**config.mk**
```make
export PLATFORM = sky130hd
export DESIGN_NAME = trc_regfile
export DESIGN_NICKNAME = d
export VERILOG_FILES = /design/src/rtl/core/trc_pkg.sv /design/src/rtl/core/trc_regfile.sv
export SDC_FILE = /design/constraint.sdc
export NUM_CORES = 1
export LEC_CHECK = 0
export BUFFER_PORTS_ARGS = -buffer_cell sky130_fd_sc_hd__buf_2
export CAP_MARGIN = 20
export CORE_UTILIZATION = 50
export CTS_CLUSTER_SIZE = 20
export DETAILED_ROUTE_END_ITERATION = 8
export PLACE_DENSITY = 0.69
export SLEW_MARGIN = 20
export SYNTH_ARGS = -nofsm -noshare
export SYNTH_HDL_FRONTEND = slang
export SYNTH_SLANG_ARGS = --single-unit
```
**constraint.sdc**
```tcl
create_clock -name i_clk -period 2.09 [get_ports i_clk]
set_clock_uncertainty 0.15 [all_clocks]
set_input_delay 0.3135 -clock i_clk [delete_from_list [all_inputs] [get_ports i_clk]]
set_output_delay 0.3135 -clock i_clk [all_outputs]
set_load 0.005 [all_outputs]
```
**src/rtl/core/trc_pkg.sv**
```systemverilog
// Shared opcodes, error codes and bundle types of the tiny register CPU core.
package trc_pkg;

    // Opcode bytes; any byte above the last one acts as a one-byte no-op.
    localparam logic [7:0] OP_NOP  = 8'd0;
    localparam logic [7:0] OP_HALT = 8'd1;
    localparam logic [7:0] OP_MOV  = 8'd2;
    localparam logic [7:0] OP_ADD  = 8'd3;
    localparam logic [7:0] OP_SUB  = 8'd4;
    localparam logic [7:0] OP_AND  = 8'd5;
    localparam logic [7:0] OP_OR   = 8'd6;
    localparam logic [7:0] OP_XOR  = 8'd7;
    localparam logic [7:0] OP_JMP  = 8'd8;
    localparam logic [7:0] OP_JZ   = 8'd9;
    localparam logic [7:0] OP_EQU  = 8'd10;
    localparam logic [7:0] OP_SHFT = 8'd11;
    localparam logic [7:0] OP_LDI  = 8'd12;
    localparam logic [7:0] OP_DEO  = 8'd13;
    localparam logic [7:0] OP_CALL = 8'd14;
    localparam logic [7:0] OP_RET  = 8'd15;

    // Fault codes reported while the core is stopped.
    localparam logic [2:0] ERR_NONE      = 3'd0;
    localparam logic [2:0] ERR_BAD_REG   = 3'd1;
    localparam logic [2:0] ERR_PC_END    = 3'd2;
    localparam logic [2:0] ERR_OVERFLOW  = 3'd3;
    localparam logic [2:0] ERR_UNDERFLOW = 3'd4;

    // Instruction lengths in bytes.
    localparam logic [2:0] LEN_ONE   = 3'd1;
    localparam logic [2:0] LEN_THREE = 3'd3;
    localparam logic [2:0] LEN_FOUR  = 3'd4;

    // Last legal byte address.
    localparam logic [16:0] ADDR_LAST = 17'h0ffff;

    // One instruction beat.
    typedef struct packed {
        logic [7:0] func;
        logic [7:0] byte_one;
        logic [7:0] byte_two;
        logic [7:0] byte_three;
    } t_instr;

    // Architectural control state kept in the top level.
    typedef struct packed {
        logic [15:0] pc;
        logic        stopped;
        logic [2:0]  fault;
    } t_core_state;

    // Register file write request.
    typedef struct packed {
        logic       we;
        logic [7:0] addr;
        logic [7:0] data;
    } t_reg_wr;

    // Return stack request.
    typedef struct packed {
        logic        push;
        logic        pop;
        logic [15:0] data;
    } t_stack_ctl;

    // One result beat.
    typedef struct packed {
        logic [15:0] fetch_addr;
        logic        halted;
        logic [2:0]  error_code;
        logic        dev_write;
        logic [7:0]  dev_port;
        logic [7:0]  dev_value;
    } t_result;

    // Everything the execute logic decides for one instruction.
    typedef struct packed {
        t_core_state nxt;
        t_reg_wr     wr;
        t_stack_ctl  stk;
        t_result     rsp;
    } t_exec_out;

endpackage

```
**src/rtl/core/trc_regfile.sv**
```systemverilog
// General purpose register file with two registered read ports and write bypass.
module trc_regfile import trc_pkg::*; #(
    parameter int NUM_REGS = 8
) (
    input  logic                        i_clk,
    input  logic                        i_rst_n,
    input  logic                        i_rd_en,
    input  logic [$clog2(NUM_REGS)-1:0] i_raddr_a,
    input  logic [$clog2(NUM_REGS)-1:0] i_raddr_b,
    input  t_reg_wr                     i_wr,
    output logic [7:0]                  o_rdata_a,
    output logic [7:0]                  o_rdata_b
);

    localparam int IW = $clog2(NUM_REGS);

    logic [7:0]          r_mem [NUM_REGS];
    logic [NUM_REGS-1:0] r_vld;
    logic [7:0]          r_a_q;
    logic [7:0]          r_b_q;
    logic                r_a_vld;
    logic                r_b_vld;
    logic                r_a_hit;
    logic                r_b_hit;
    logic [7:0]          r_wq;
    logic [IW-1:0]       waddr;

    assign waddr = i_wr.addr[IW-1:0];

    // Storage write; an entry reads as zero until it is first written.
    always_ff @(posedge i_clk) begin
        if (i_wr.we) begin
            r_mem[waddr] <= i_wr.data;
        end
    end

    always_ff @(posedge i_clk) begin
        if (!i_rst_n) begin
            r_vld <= '0;
        end else if (i_wr.we) begin
            r_vld[waddr] <= 1'b1;
        end
    end

    // Registered reads, taken when a beat enters the input register.
    always_ff @(posedge i_clk) begin
        if (i_rd_en) begin
            r_a_q <= r_mem[i_raddr_a];
            r_b_q <= r_mem[i_raddr_b];
            r_wq  <= i_wr.data;
        end
    end

    // Flags that pick the write made on the same edge as the read.
    always_ff @(posedge i_clk) begin
        if (!i_rst_n) begin
            r_a_vld <= 1'b0;
            r_b_vld <= 1'b0;
            r_a_hit <= 1'b0;
            r_b_hit <= 1'b0;
        end else if (i_rd_en) begin
            r_a_vld <= r_vld[i_raddr_a];
            r_b_vld <= r_vld[i_raddr_b];
            r_a_hit <= i_wr.we && (waddr == i_raddr_a);
            r_b_hit <= i_wr.we && (waddr == i_raddr_b);
        end
    end

    assign o_rdata_a = r_a_hit ? r_wq : (r_a_vld ? r_a_q : 8'd0);
    assign o_rdata_b = r_b_hit ? r_wq : (r_b_vld ? r_b_q : 8'd0);

endmodule

```
==> results by stage <==
Setup path:
- The count of buffer and inverter cells on the critical path is 2.
- Data on the critical path is required at its endpoint by around 1600 ps.
- The number of cells on the worst reg-to-reg path is 2.
- The largest incremental delay on the critical path is 330 ps.
- In this run the register-to-register setup slack is around 530 ps.
- The endpoint kind of the worst setup timing path is an output pin.
- The critical path goes through nor2b_1 > buf_4 > a22o_1 > buf_2.
- The number of logic stages on the critical path including buffering is 4.
- In this run the critical register-to-register path is launched from r_mem[3][7]$_DFFE_PP_.
- Along the worst path, the maximum fanout reaches 4.
- For the worst setup path, the data arrival time is ~1300 ps.
- Tracing the worst setup path back leads to its startpoint at r_b_vld$_SDFFE_PN0P_.
- The standard cell with the maximum stage delay on the critical path is dfxtp_1.
- The worst setup path is of the reg -> out kind.
- The gate family responsible for the most delay along the worst path is flip-flops.
- The startpoint type of the worst setup path is a register.
- The endpoint of the most critical register-to-register path is r_b_q[7]$_DFFE_PP_.

Finish:
- The layout has approximately 660 filler cells.
- In the layout the commonest cells are 88 x edfxtp_1, 36 x buf_2, 32 x mux4_2.
- The post-layout instance count excluding filler cells is 392.
- Leaving out fill and tap cells, the most frequent cell in the layout is edfxtp_1.
- After the last flow step, the layout net total stands at roughly 310.
- The final antenna diode count is 0.
- The ratio of cells with drive above 1 in the final layout is 0.4146.
- The area growth from synthesis to layout is 13.58%.

Clocking:
- For the worst-skew pair, the clock arrives at the later sink with an insertion delay of ~360 ps.
- The clock transition at the registers of the reported paths is around 100 ps.
- Counting every sink on the clock net gives 100.
- Once the clock tree was built, the setup fixing pass inserted 0 buffers.
- The clock passes through at most 2 buffers.
- Buffers inserted to repair hold after CTS numbered 0.
- Buffers inserted during clock tree synthesis total 9.
- TritonCTS built the clock tree.
- The cell chosen for the clock root is clkbuf_8.
- Gates resized during post-CTS repair numbered 0.
- The CTS H-tree depth is 3.

Pwr:
- In this run the power spent charging and discharging nets is about 0.84 mW.
- The maximum vdd ir drop is about 0.45 mV.
- The sum of internal, switching and leakage power is between 3 and 4 mW.
- The total internal power is between 2 and 3 mW.
- In this run the power density over the cells is roughly 750 nW/um2.
- The switching share of power is 0.2252.
- For this design the static power due to leakage is roughly 1.8 nW.
- The share of total power dissipated in sequential elements is 0.616.
- The power share of the combinational group is 0.097.
- The portion of total power attributed to the clock network is 0.287.

GRT:
- Entering global routing, the biggest net connects 22 pins.
- The first global-routing pass estimated 13,060 um of wire.
- The total global-route track usage is 0.2116.
- The via count of the first global-routing pass came to roughly 2,400.
- The sum of overflow across all layers after global routing is 0.
- The initial antenna violation count was 0.

Timing:
- For this run, the top clock speed supported by timing is about 560 MHz.
- The slack of the critical path is around 310 ps.
- Hold is met by between 80 and 90 ps.
- The max-slew violation count is 0.
- The smallest clock period supported by the final layout is computed as around 1800 ps.
- Setup repair after global routing left no endpoint under its margin.
- The worst slew margin relative to its limit is 0.7721.
- The number of failing setup endpoints in the final timing report is 0.
- The aggregate negative setup slack is 0 ps.
- The measured slew at the worst slew-check pin is approximately 340 ps.
- Dividing the final minimum period by the clock period gives 0.8530.
- The number of hold-slack violations in the final timing report is 0.

Detailed routing:
- The post-route DRC violation count is 0.
- The via total after detailed routing is 2,319.
- The routed length per placed instance is between 20 and 25 um.
- In the routed layout, each cell is associated on average with a via count of 5.916.
- The detail route stage leaves a number of antenna-violating nets equal to 0.
- The length of the first detailed-routing pass in iterations is 4.
- For this block, the routed nets add up to roughly 8600 um of wire.
- The violation count after the first detailed-routing iteration is between 150 and 200.

Synthesis:
- The share of the synthesized area in the top cell type is 0.6012.
- Of all cell types, the one taking the most synthesized area is edfxtp_1.
- The largest family of logic cells by synthesized area is multiplexers.
- The share of cell area taken by muxes after synthesis is 0.2351.
- The post-synthesis adder-cell area fraction is 0.
- The share of the synthesized area in compound gates (AO/OA/AOI/OAI) is 0.05352.
- The register bit total from synthesis is 100.
- Synthesis instantiated 21 different standard cells from the library.
- The post-synthesis share of cell area spent on xor and xnor gates is 0.01196.
- The Yosys step of the flow raised 0 warnings.
- The sequential-to-total area share from yosys stat is 0.6558.
- Averaged over all synthesized cells, the footprint is between 15 and 20 um2.
- By area the synthesized netlist is led by edfxtp_1 60%, mux4_2 16%, dfxtp_1 5.5%.
- Counting every instance in the synthesized netlist gives between 200 and 250.
- The simple-gate share of the synthesized area is 0.02277.
- After synthesis the cells add up to 4395 um2.
- When the netlist entered floorplanning its net count stood at between 200 and 300.

Min path:
- The worst hold path class is in -> reg.
- The worst hold path cell count is 1.
- The startpoint of the tightest hold check path is i_wr[4].
- The worst hold path terminates at r_mem[2][4]$_DFFE_PP_.

Die:
- The core outline area is approximately 8400 um2.
- The die extent in y is around 96 um.
- For this configuration, the core starts out at a cell density of 0.5244.
- The number of core rows is 33.
- The die outline width is 95.76 um.
- Pin placement for this block handled 42 I/O pins.
- The area of the die is between 9000 and 10,000 um2.

Placed design:
- The routability congestion estimate from global placement is 0.7459.
- The wire-length estimate of the detail-placed layout is about 5400 um.
- The worst slack at placement is between 150 and 200 ps.
- The number of port buffers is 36.
- The total instance count after detailed placement is 376.

Run:
- The number of max-capacitance violations reported is 0.

Status:
- The flow ran to the end, and the final reports show no timing, DRC or antenna violations.
stage by stage:
stage	util	cell area, um2
2_1_floorplan	-	4395
3_3_place_gp	0.5755	4823
3_5_place_dp	0.5755	4823
4_1_cts	0.5956	4992
5_1_grt	0.5956	4992
6_report	0.5956	4992
cell families after synthesis:
kind of cell,Yosys count
multiplexers,58
XOR/XNOR,6
AO/OA/AOI/OAI,30
flip-flops,100
AND/OR/NAND/NOR,20
buffers and inverters,17
routing by layer:
layer	wire length, um	vias up	track usage
met2	4603	60	0.3696
met4	181	0	0.07214
met3	329	17	0.05687
met5	0	-	0
li1	-	1055	-
met1	3452	1187	0.2542
power by group through the flow:
stage	registers (mW)	clock network, mW	logic [mW]
after floorplan	2.34	0	0.228
after global placement	2.34	0	0.362
after detailed placement	2.35	0	0.367
after CTS	2.30	1.10	0.370
after global routing	2.31	1.19	0.394
final	2.30	1.07	0.363
registers in the layout, summed over array words and instances (netlist names):
register / cells
r_mem: 64
r_a_q: 8
r_b_q: 8
r_vld: 8
r_wq: 8
r_a_hit: 1
r_a_vld: 1
r_b_hit: 1
r_b_vld: 1
worst max path at each step:
stage                                       end  slack [ps]
after CTS                          o_rdata_a[2]         280
after global routing               o_rdata_b[4]         210
after global placement       r_a_q[7]$_DFFE_PP_         200
after detailed placement     r_b_q[7]$_DFFE_PP_         180
final                              o_rdata_b[2]         310
after floorplan           r_mem[0][0]$_DFFE_PP_         370
area by class of cell:
class	instances	area, um2	area share
Sequential cell	100	2883	0.5774
Timing Repair Buffer	57	387.9	0.07769
Clock buffer	11	131.4	0.02632
Clock inverter	5	37.54	0.007519
Multi-Input combinational cell	114	1421	0.2847
Tap cell	105	131.4	0.02632
synth_stat cells:
cell / number
o21ai_0: 2
nand2b_1: 3
buf_6: 2
mux4_1: 2
nand2_1: 3
a22o_1: 16
dfxtp_1: 12
buf_4: 2
nor2b_1: 4
nor3_1: 2
buf_2: 4
nor2_1: 6
xor2_1: 6
mux2i_1: 8
mux2_2: 16
clkbuf_1: 9
mux4_2: 32
a21oi_1: 2
edfxtp_1: 88
o21a_1: 10
nor4_1: 2
Power figures use the tool's default switching activity.
