## config.mk

```make
export PLATFORM = sky130hd
export DESIGN_NAME = trc_exec
export DESIGN_NICKNAME = d
export VERILOG_FILES = /design/src/rtl/core/trc_pkg.sv /design/src/rtl/core/trc_exec.sv
export SDC_FILE = /design/constraint.sdc
export NUM_CORES = 1
export LEC_CHECK = 0
export BUFFER_PORTS_ARGS = -buffer_cell sky130_fd_sc_hd__buf_2
export CORE_UTILIZATION = 48
export DETAILED_ROUTE_END_ITERATION = 10
export PLACE_DENSITY = 0.9
export SLEW_MARGIN = 0
export SYNTH_ARGS = -nofsm -noshare
export SYNTH_HDL_FRONTEND = slang
export SYNTH_SLANG_ARGS = --single-unit
```

## constraint.sdc

```tcl
create_clock -name vclk -period 6.3
set_input_delay 0.63 -clock vclk [all_inputs]
set_output_delay 0.63 -clock vclk [all_outputs]
set_load 0.02 [all_outputs]
```

## src/rtl/core/trc_pkg.sv

```systemverilog
// Shared opcodes, error codes and bundle types of the tiny register CPU core.
package trc_pkg;

    // Opcode bytes; any byte above the last one acts as a one-byte no-op.
    localparam logic [7:0] OP_NOP  = 8'd0;
    localparam logic [7:0] OP_HALT = 8'd1;
    localparam logic [7:0] OP_MOV  = 8'd2;
    localparam logic [7:0] OP_ADD  = 8'd3;
    localparam logic [7:0] OP_SUB  = 8'd4;
    localparam logic [7:0] OP_AND  = 8'd5;
    localparam logic [7:0] OP_OR   = 8'd6;
    localparam logic [7:0] OP_XOR  = 8'd7;
    localparam logic [7:0] OP_JMP  = 8'd8;
    localparam logic [7:0] OP_JZ   = 8'd9;
    localparam logic [7:0] OP_EQU  = 8'd10;
    localparam logic [7:0] OP_SHFT = 8'd11;
    localparam logic [7:0] OP_LDI  = 8'd12;
    localparam logic [7:0] OP_DEO  = 8'd13;
    localparam logic [7:0] OP_CALL = 8'd14;
    localparam logic [7:0] OP_RET  = 8'd15;

    // Fault codes reported while the core is stopped.
    localparam logic [2:0] ERR_NONE      = 3'd0;
    localparam logic [2:0] ERR_BAD_REG   = 3'd1;
    localparam logic [2:0] ERR_PC_END    = 3'd2;
    localparam logic [2:0] ERR_OVERFLOW  = 3'd3;
    localparam logic [2:0] ERR_UNDERFLOW = 3'd4;

    // Instruction lengths in bytes.
    localparam logic [2:0] LEN_ONE   = 3'd1;
    localparam logic [2:0] LEN_THREE = 3'd3;
    localparam logic [2:0] LEN_FOUR  = 3'd4;

    // Last legal byte address.
    localparam logic [16:0] ADDR_LAST = 17'h0ffff;

    // One instruction beat.
    typedef struct packed {
        logic [7:0] func;
        logic [7:0] byte_one;
        logic [7:0] byte_two;
        logic [7:0] byte_three;
    } t_instr;

    // Architectural control state kept in the top level.
    typedef struct packed {
        logic [15:0] pc;
        logic        stopped;
        logic [2:0]  fault;
    } t_core_state;

    // Register file write request.
    typedef struct packed {
        logic       we;
        logic [7:0] addr;
        logic [7:0] data;
    } t_reg_wr;

    // Return stack request.
    typedef struct packed {
        logic        push;
        logic        pop;
        logic [15:0] data;
    } t_stack_ctl;

    // One result beat.
    typedef struct packed {
        logic [15:0] fetch_addr;
        logic        halted;
        logic [2:0]  error_code;
        logic        dev_write;
        logic [7:0]  dev_port;
        logic [7:0]  dev_value;
    } t_result;

    // Everything the execute logic decides for one instruction.
    typedef struct packed {
        t_core_state nxt;
        t_reg_wr     wr;
        t_stack_ctl  stk;
        t_result     rsp;
    } t_exec_out;

endpackage

```

## src/rtl/core/trc_exec.sv

```systemverilog
// Instruction decode, ALU and next-state logic for one instruction.
module trc_exec import trc_pkg::*; #(
    parameter int STACK_DEPTH = 256,
    parameter int NUM_REGS    = 8
) (
    input  t_instr                             i_instr,
    input  t_core_state                        i_state,
    input  logic [7:0]                         i_opnd_a,
    input  logic [7:0]                         i_opnd_b,
    input  logic [$clog2(STACK_DEPTH+1)-1:0]   i_count,
    input  logic [15:0]                        i_top,
    output t_exec_out                          o_exec
);

    localparam int          CW   = $clog2(STACK_DEPTH + 1);
    localparam logic [8:0]  NREG = 9'(NUM_REGS);

    logic        bad_one;
    logic        bad_two;
    logic        bad_three;
    logic [7:0]  alu;
    logic [2:0]  len;
    logic        seq;
    logic [16:0] next_seq;
    logic        dev_wr;
    logic [7:0]  dev_port;
    logic [7:0]  dev_val;
    t_core_state nxt;
    t_reg_wr     wr;
    t_stack_ctl  stk;

    assign bad_one   = {1'b0, i_instr.byte_one} >= NREG;
    assign bad_two   = {1'b0, i_instr.byte_two} >= NREG;
    assign bad_three = {1'b0, i_instr.byte_three} >= NREG;

    // Three-operand ALU.
    always_comb begin
        unique case (i_instr.func)
            OP_ADD:  alu = i_opnd_a + i_opnd_b;
            OP_SUB:  alu = i_opnd_a - i_opnd_b;
            OP_AND:  alu = i_opnd_a & i_opnd_b;
            OP_OR:   alu = i_opnd_a | i_opnd_b;
            OP_XOR:  alu = i_opnd_a ^ i_opnd_b;
            default: alu = {7'd0, i_opnd_a == i_opnd_b};
        endcase
    end

    // Decode and state update.
    always_comb begin
        nxt      = i_state;
        wr       = '{we: 1'b0, addr: i_instr.byte_one, data: alu};
        stk      = '{push: 1'b0, pop: 1'b0, data: i_state.pc + 16'd3};
        len      = LEN_ONE;
        seq      = 1'b0;
        dev_wr   = 1'b0;
        dev_port = 8'd0;
        dev_val  = 8'd0;
        if (!i_state.stopped) begin
            unique case (i_instr.func)
                OP_HALT: begin
                    nxt.stopped = 1'b1;
                end
                OP_MOV: begin
                    if (bad_one || bad_two) begin
                        nxt.stopped = 1'b1;
                        nxt.fault   = ERR_BAD_REG;
                    end else begin
                        wr.we   = 1'b1;
                        wr.data = i_opnd_a;
                        len     = LEN_THREE;
                        seq     = 1'b1;
                    end
                end
                OP_ADD, OP_SUB, OP_AND, OP_OR, OP_XOR, OP_EQU: begin
                    if (bad_one || bad_two || bad_three) begin
                        nxt.stopped = 1'b1;
                        nxt.fault   = ERR_BAD_REG;
                    end else begin
                        wr.we = 1'b1;
                        len   = LEN_FOUR;
                        seq   = 1'b1;
                    end
                end
                OP_JMP: begin
                    nxt.pc = {i_instr.byte_one, i_instr.byte_two};
                end
                OP_JZ: begin
                    if (bad_one) begin
                        nxt.stopped = 1'b1;
                        nxt.fault   = ERR_BAD_REG;
                    end else if (i_opnd_a == 8'd0) begin
                        nxt.pc = {i_instr.byte_two, i_instr.byte_three};
                    end else begin
                        len = LEN_FOUR;
                        seq = 1'b1;
                    end
                end
                OP_SHFT: begin
                    if (bad_one) begin
                        nxt.stopped = 1'b1;
                        nxt.fault   = ERR_BAD_REG;
                    end else begin
                        wr.we   = 1'b1;
                        wr.data = (i_instr.byte_two == 8'd0) ? (i_opnd_a >> 1)
                                                             : (i_opnd_a << 1);
                        len     = LEN_THREE;
                        seq     = 1'b1;
                    end
                end
                OP_LDI: begin
                    if (bad_one) begin
                        nxt.stopped = 1'b1;
                        nxt.fault   = ERR_BAD_REG;
                    end else begin
                        wr.we   = 1'b1;
                        wr.data = i_instr.byte_two;
                        len     = LEN_THREE;
                        seq     = 1'b1;
                    end
                end
                OP_DEO: begin
                    if (bad_one || bad_two) begin
                        nxt.stopped = 1'b1;
                        nxt.fault   = ERR_BAD_REG;
                    end else begin
                        dev_wr   = 1'b1;
                        dev_port = i_opnd_a;
                        dev_val  = i_opnd_b;
                        len      = LEN_THREE;
                        seq      = 1'b1;
                    end
                end
                OP_CALL: begin
                    if (i_count == CW'(STACK_DEPTH)) begin
                        nxt.stopped = 1'b1;
                        nxt.fault   = ERR_OVERFLOW;
                    end else begin
                        stk.push = 1'b1;
                        nxt.pc   = {i_instr.byte_one, i_instr.byte_two};
                    end
                end
                OP_RET: begin
                    if (i_count == '0) begin
                        nxt.stopped = 1'b1;
                        nxt.fault   = ERR_UNDERFLOW;
                    end else begin
                        stk.pop = 1'b1;
                        nxt.pc  = i_top;
                    end
                end
                default: begin
                    seq = 1'b1;
                end
            endcase
        end

        // Fall-through instructions advance, or stop when they run off the end.
        next_seq = {1'b0, i_state.pc} + {14'd0, len};
        if (seq) begin
            if (next_seq > ADDR_LAST) begin
                nxt.stopped = 1'b1;
                nxt.fault   = ERR_PC_END;
            end else begin
                nxt.pc = next_seq[15:0];
            end
        end
    end

    always_comb begin
        o_exec.nxt = nxt;
        o_exec.wr  = wr;
        o_exec.stk = stk;
        o_exec.rsp = '{fetch_addr: nxt.pc, halted: nxt.stopped,
                       error_code: nxt.fault, dev_write: dev_wr,
                       dev_port: dev_port, dev_value: dev_val};
    end

endmodule

```

==> reports/results.ini <==
[detailed_routing]
drtPass1Iterations=8
wirelength_um=14130
dr_total_vias=4788
drtIter0Drc=357
ant_nets=0
routed_via_density=6.470
route.detailed.drc=0
routedWlPerCell_um=19.10

[cts]
ctsHoldBuffers=0
post_cts_buffers=0
ctsResizeCount=0

[timing]
slew_headroom_pct=13.70
worstMarginPinSlew_ps=1284
slew_violations=0
fmax_mhz=170.7
fin_crit_sh_pct=93.00
fin_crit_ps=5859
setup_viol=0
rsz0062_at_grt=false
finalHoldViolations=0
finalSetupTns_ps=0

[final_layout]
layout_commonest_cell=buf_2
n_sequential_cell=0
stdcell_area_um2=4237
n_fill_cell=671
syn2layout_area_growth_pct=19.69
nClkBuffers=0
insertedDiodeCount=0
num-nets-final=769
regArea_um2=0
drive_above_1_share_pct=33.70
multi_input_area_um2=3022
layout_common_cells=185 x buf_2, 51 x nor2_1, 38 x inv_1

[global_routing]
grt_max_degree=28
grt-ovfl-total=0
antenna_found_initial=0
first_global_vias=4343
grt_usage_pct=35.29
grt_pass1_wl_um=21540

[power]
cellPowerDensity_nw_per_um2=61.75
peakVddDrop_mv=0.02752
p_leak_uw=0.002012

[setup_path]
cp_max_fo=27
max_stage_delay_ps=570
cpMaxStageDelayCell=or4_4
arrival_ps=5230
cp_num_buf_inv=3
crit_family=simple AND/OR/NAND/NOR gates
path_class=input pin to output pin
end_kind=output pin
cp.required_ps=5670
crit_path_start_kind=input pin
cp_cell_sequence=buf_2 -> or4_4 -> or2_2 -> o31a_1 -> o211ai_1 -> a21oi_1 -> or3_1 -> ha_1 -> fa_1 -> a21oi_1 -> or3_1 -> nor3_1 -> a311oi_4 -> buf_4 -> mux2_2 -> o211ai_1 -> buf_2

[floorplan]
start_util_pct=50.97
die-area_um2=7722
row_count=30
io_pins=185
core_um2=6944
die_w_um=87.88
die_y_um=87.88

[yosys]
synth_cell_types=70
syn_avg_cell_area_um2=6.847
ys_seq_area_share_pct=0
yosys_warnings=0
syn_nets=640
synth_cells=517
syn-cell-area_um2=3540

[outcome]
status=finished, final reports clean

[worst_hold_path]
hold_start=i_instr[18]
hold_class=input pin to output pin
min_path_cells=2
min_to=o_exec[65]

[placement]
post_dp_cell_area_um2=4237
portBuffers=185
dp_hpwl_um=11560
place_congestion=0.9968

[job]
cap_violations=0

[metal layers]
layer | share of wire (%) | global-route usage (%)
met1 | 37 | 42.49
met2 | 47 | 63.35
met3 | 9.7 | 2.922
met4 | 5.4 | 16.10
met5 | 0 | 0
[per-stage QoR]
stage | hold slack (ps) | total power [uW] | setup slack [ps] | instances | utilization, %
finish | 1499 | 261.6 | 440.8 | 740 | 61.01
global route | 1515 | 282.7 | 212.8 | 740 | 61.01
CTS | 1501 | 257.7 | 455.6 | 740 | 61.01
detailed placement | 1500 | 256.7 | 475.4 | 740 | 61.01
global placement | 1495 | 253.7 | 644.0 | 740 | 61.01
floorplan | 1337 | 174.1 | 863.3 | 517 | -
[cell families (layout without fill, tap and decap cells)]
logic type / after synthesis / count (layout) / share of synthesized area [%]
AND/OR/NAND/NOR: 212 / 212 / 32.56
AO/OA/AOI/OAI: 131 / 131 / 28.49
buffers and inverters: 100 / 227 / 15.09
adder cells (fa/ha/maj): 30 / 30 / 11.24
multiplexers: 23 / 23 / 7.423
XOR/XNOR: 21 / 21 / 5.196
[power by group]
part           internal (uW)  leakage [uW]  total, uW  switching (uW)
sequential                 0             0          0               0
combinational           96.5       0.00201        262             165
clock                      0             0          0               0
[worst max-delay path by stage]
| stage | start | endpoint | depth (start not counted) |
|---|---|---|---|
| 2_1_floorplan | i_instr[21] | o_exec[88] | 16 |
| 3_3_place_gp | i_instr[21] | o_exec[88] | 17 |
| 3_5_place_dp | i_instr[21] | o_exec[33] | 17 |
| 4_1_cts | i_instr[21] | o_exec[33] | 17 |
| 5_1_grt | i_instr[21] | o_exec[88] | 17 |
| 6_report | i_instr[21] | o_exec[33] | 17 |
[Yosys cell counts, drive strengths merged (5+ instances only)]
library cell  number  area share, %
a22oi              5            1.1
mux2i             15            4.2
nor4               9            2.4
a222oi            17            4.8
a21o               6            1.3
or4               11            2.4
xor2               7            1.7
or2                9            1.6
o211ai             6            1.3
nand2b             8            1.4
nand4              9            1.6
inv               38            4.0
nor2              51            5.4
nand3             11            1.7
or3                8            1.4
xnor2             14            3.5
nand2             34            3.6
nor3              21            3.1
o221ai             7            1.7
mux2               6            1.9
ha                27            9.5
a21oi             22            3.1
o21ai             16            2.3
and3               8            1.4
clkbuf            18            1.9
a221o             11            3.1
buf               43            9.0
a211o              5            1.2
and2              21            3.7
[layout make-up]
type,count,area share [%]
multi-input cells,417,71.32
repair buffers,188,22.39
inverters,39,3.455
well taps,96,2.835
Power figures use the tool's default switching activity.
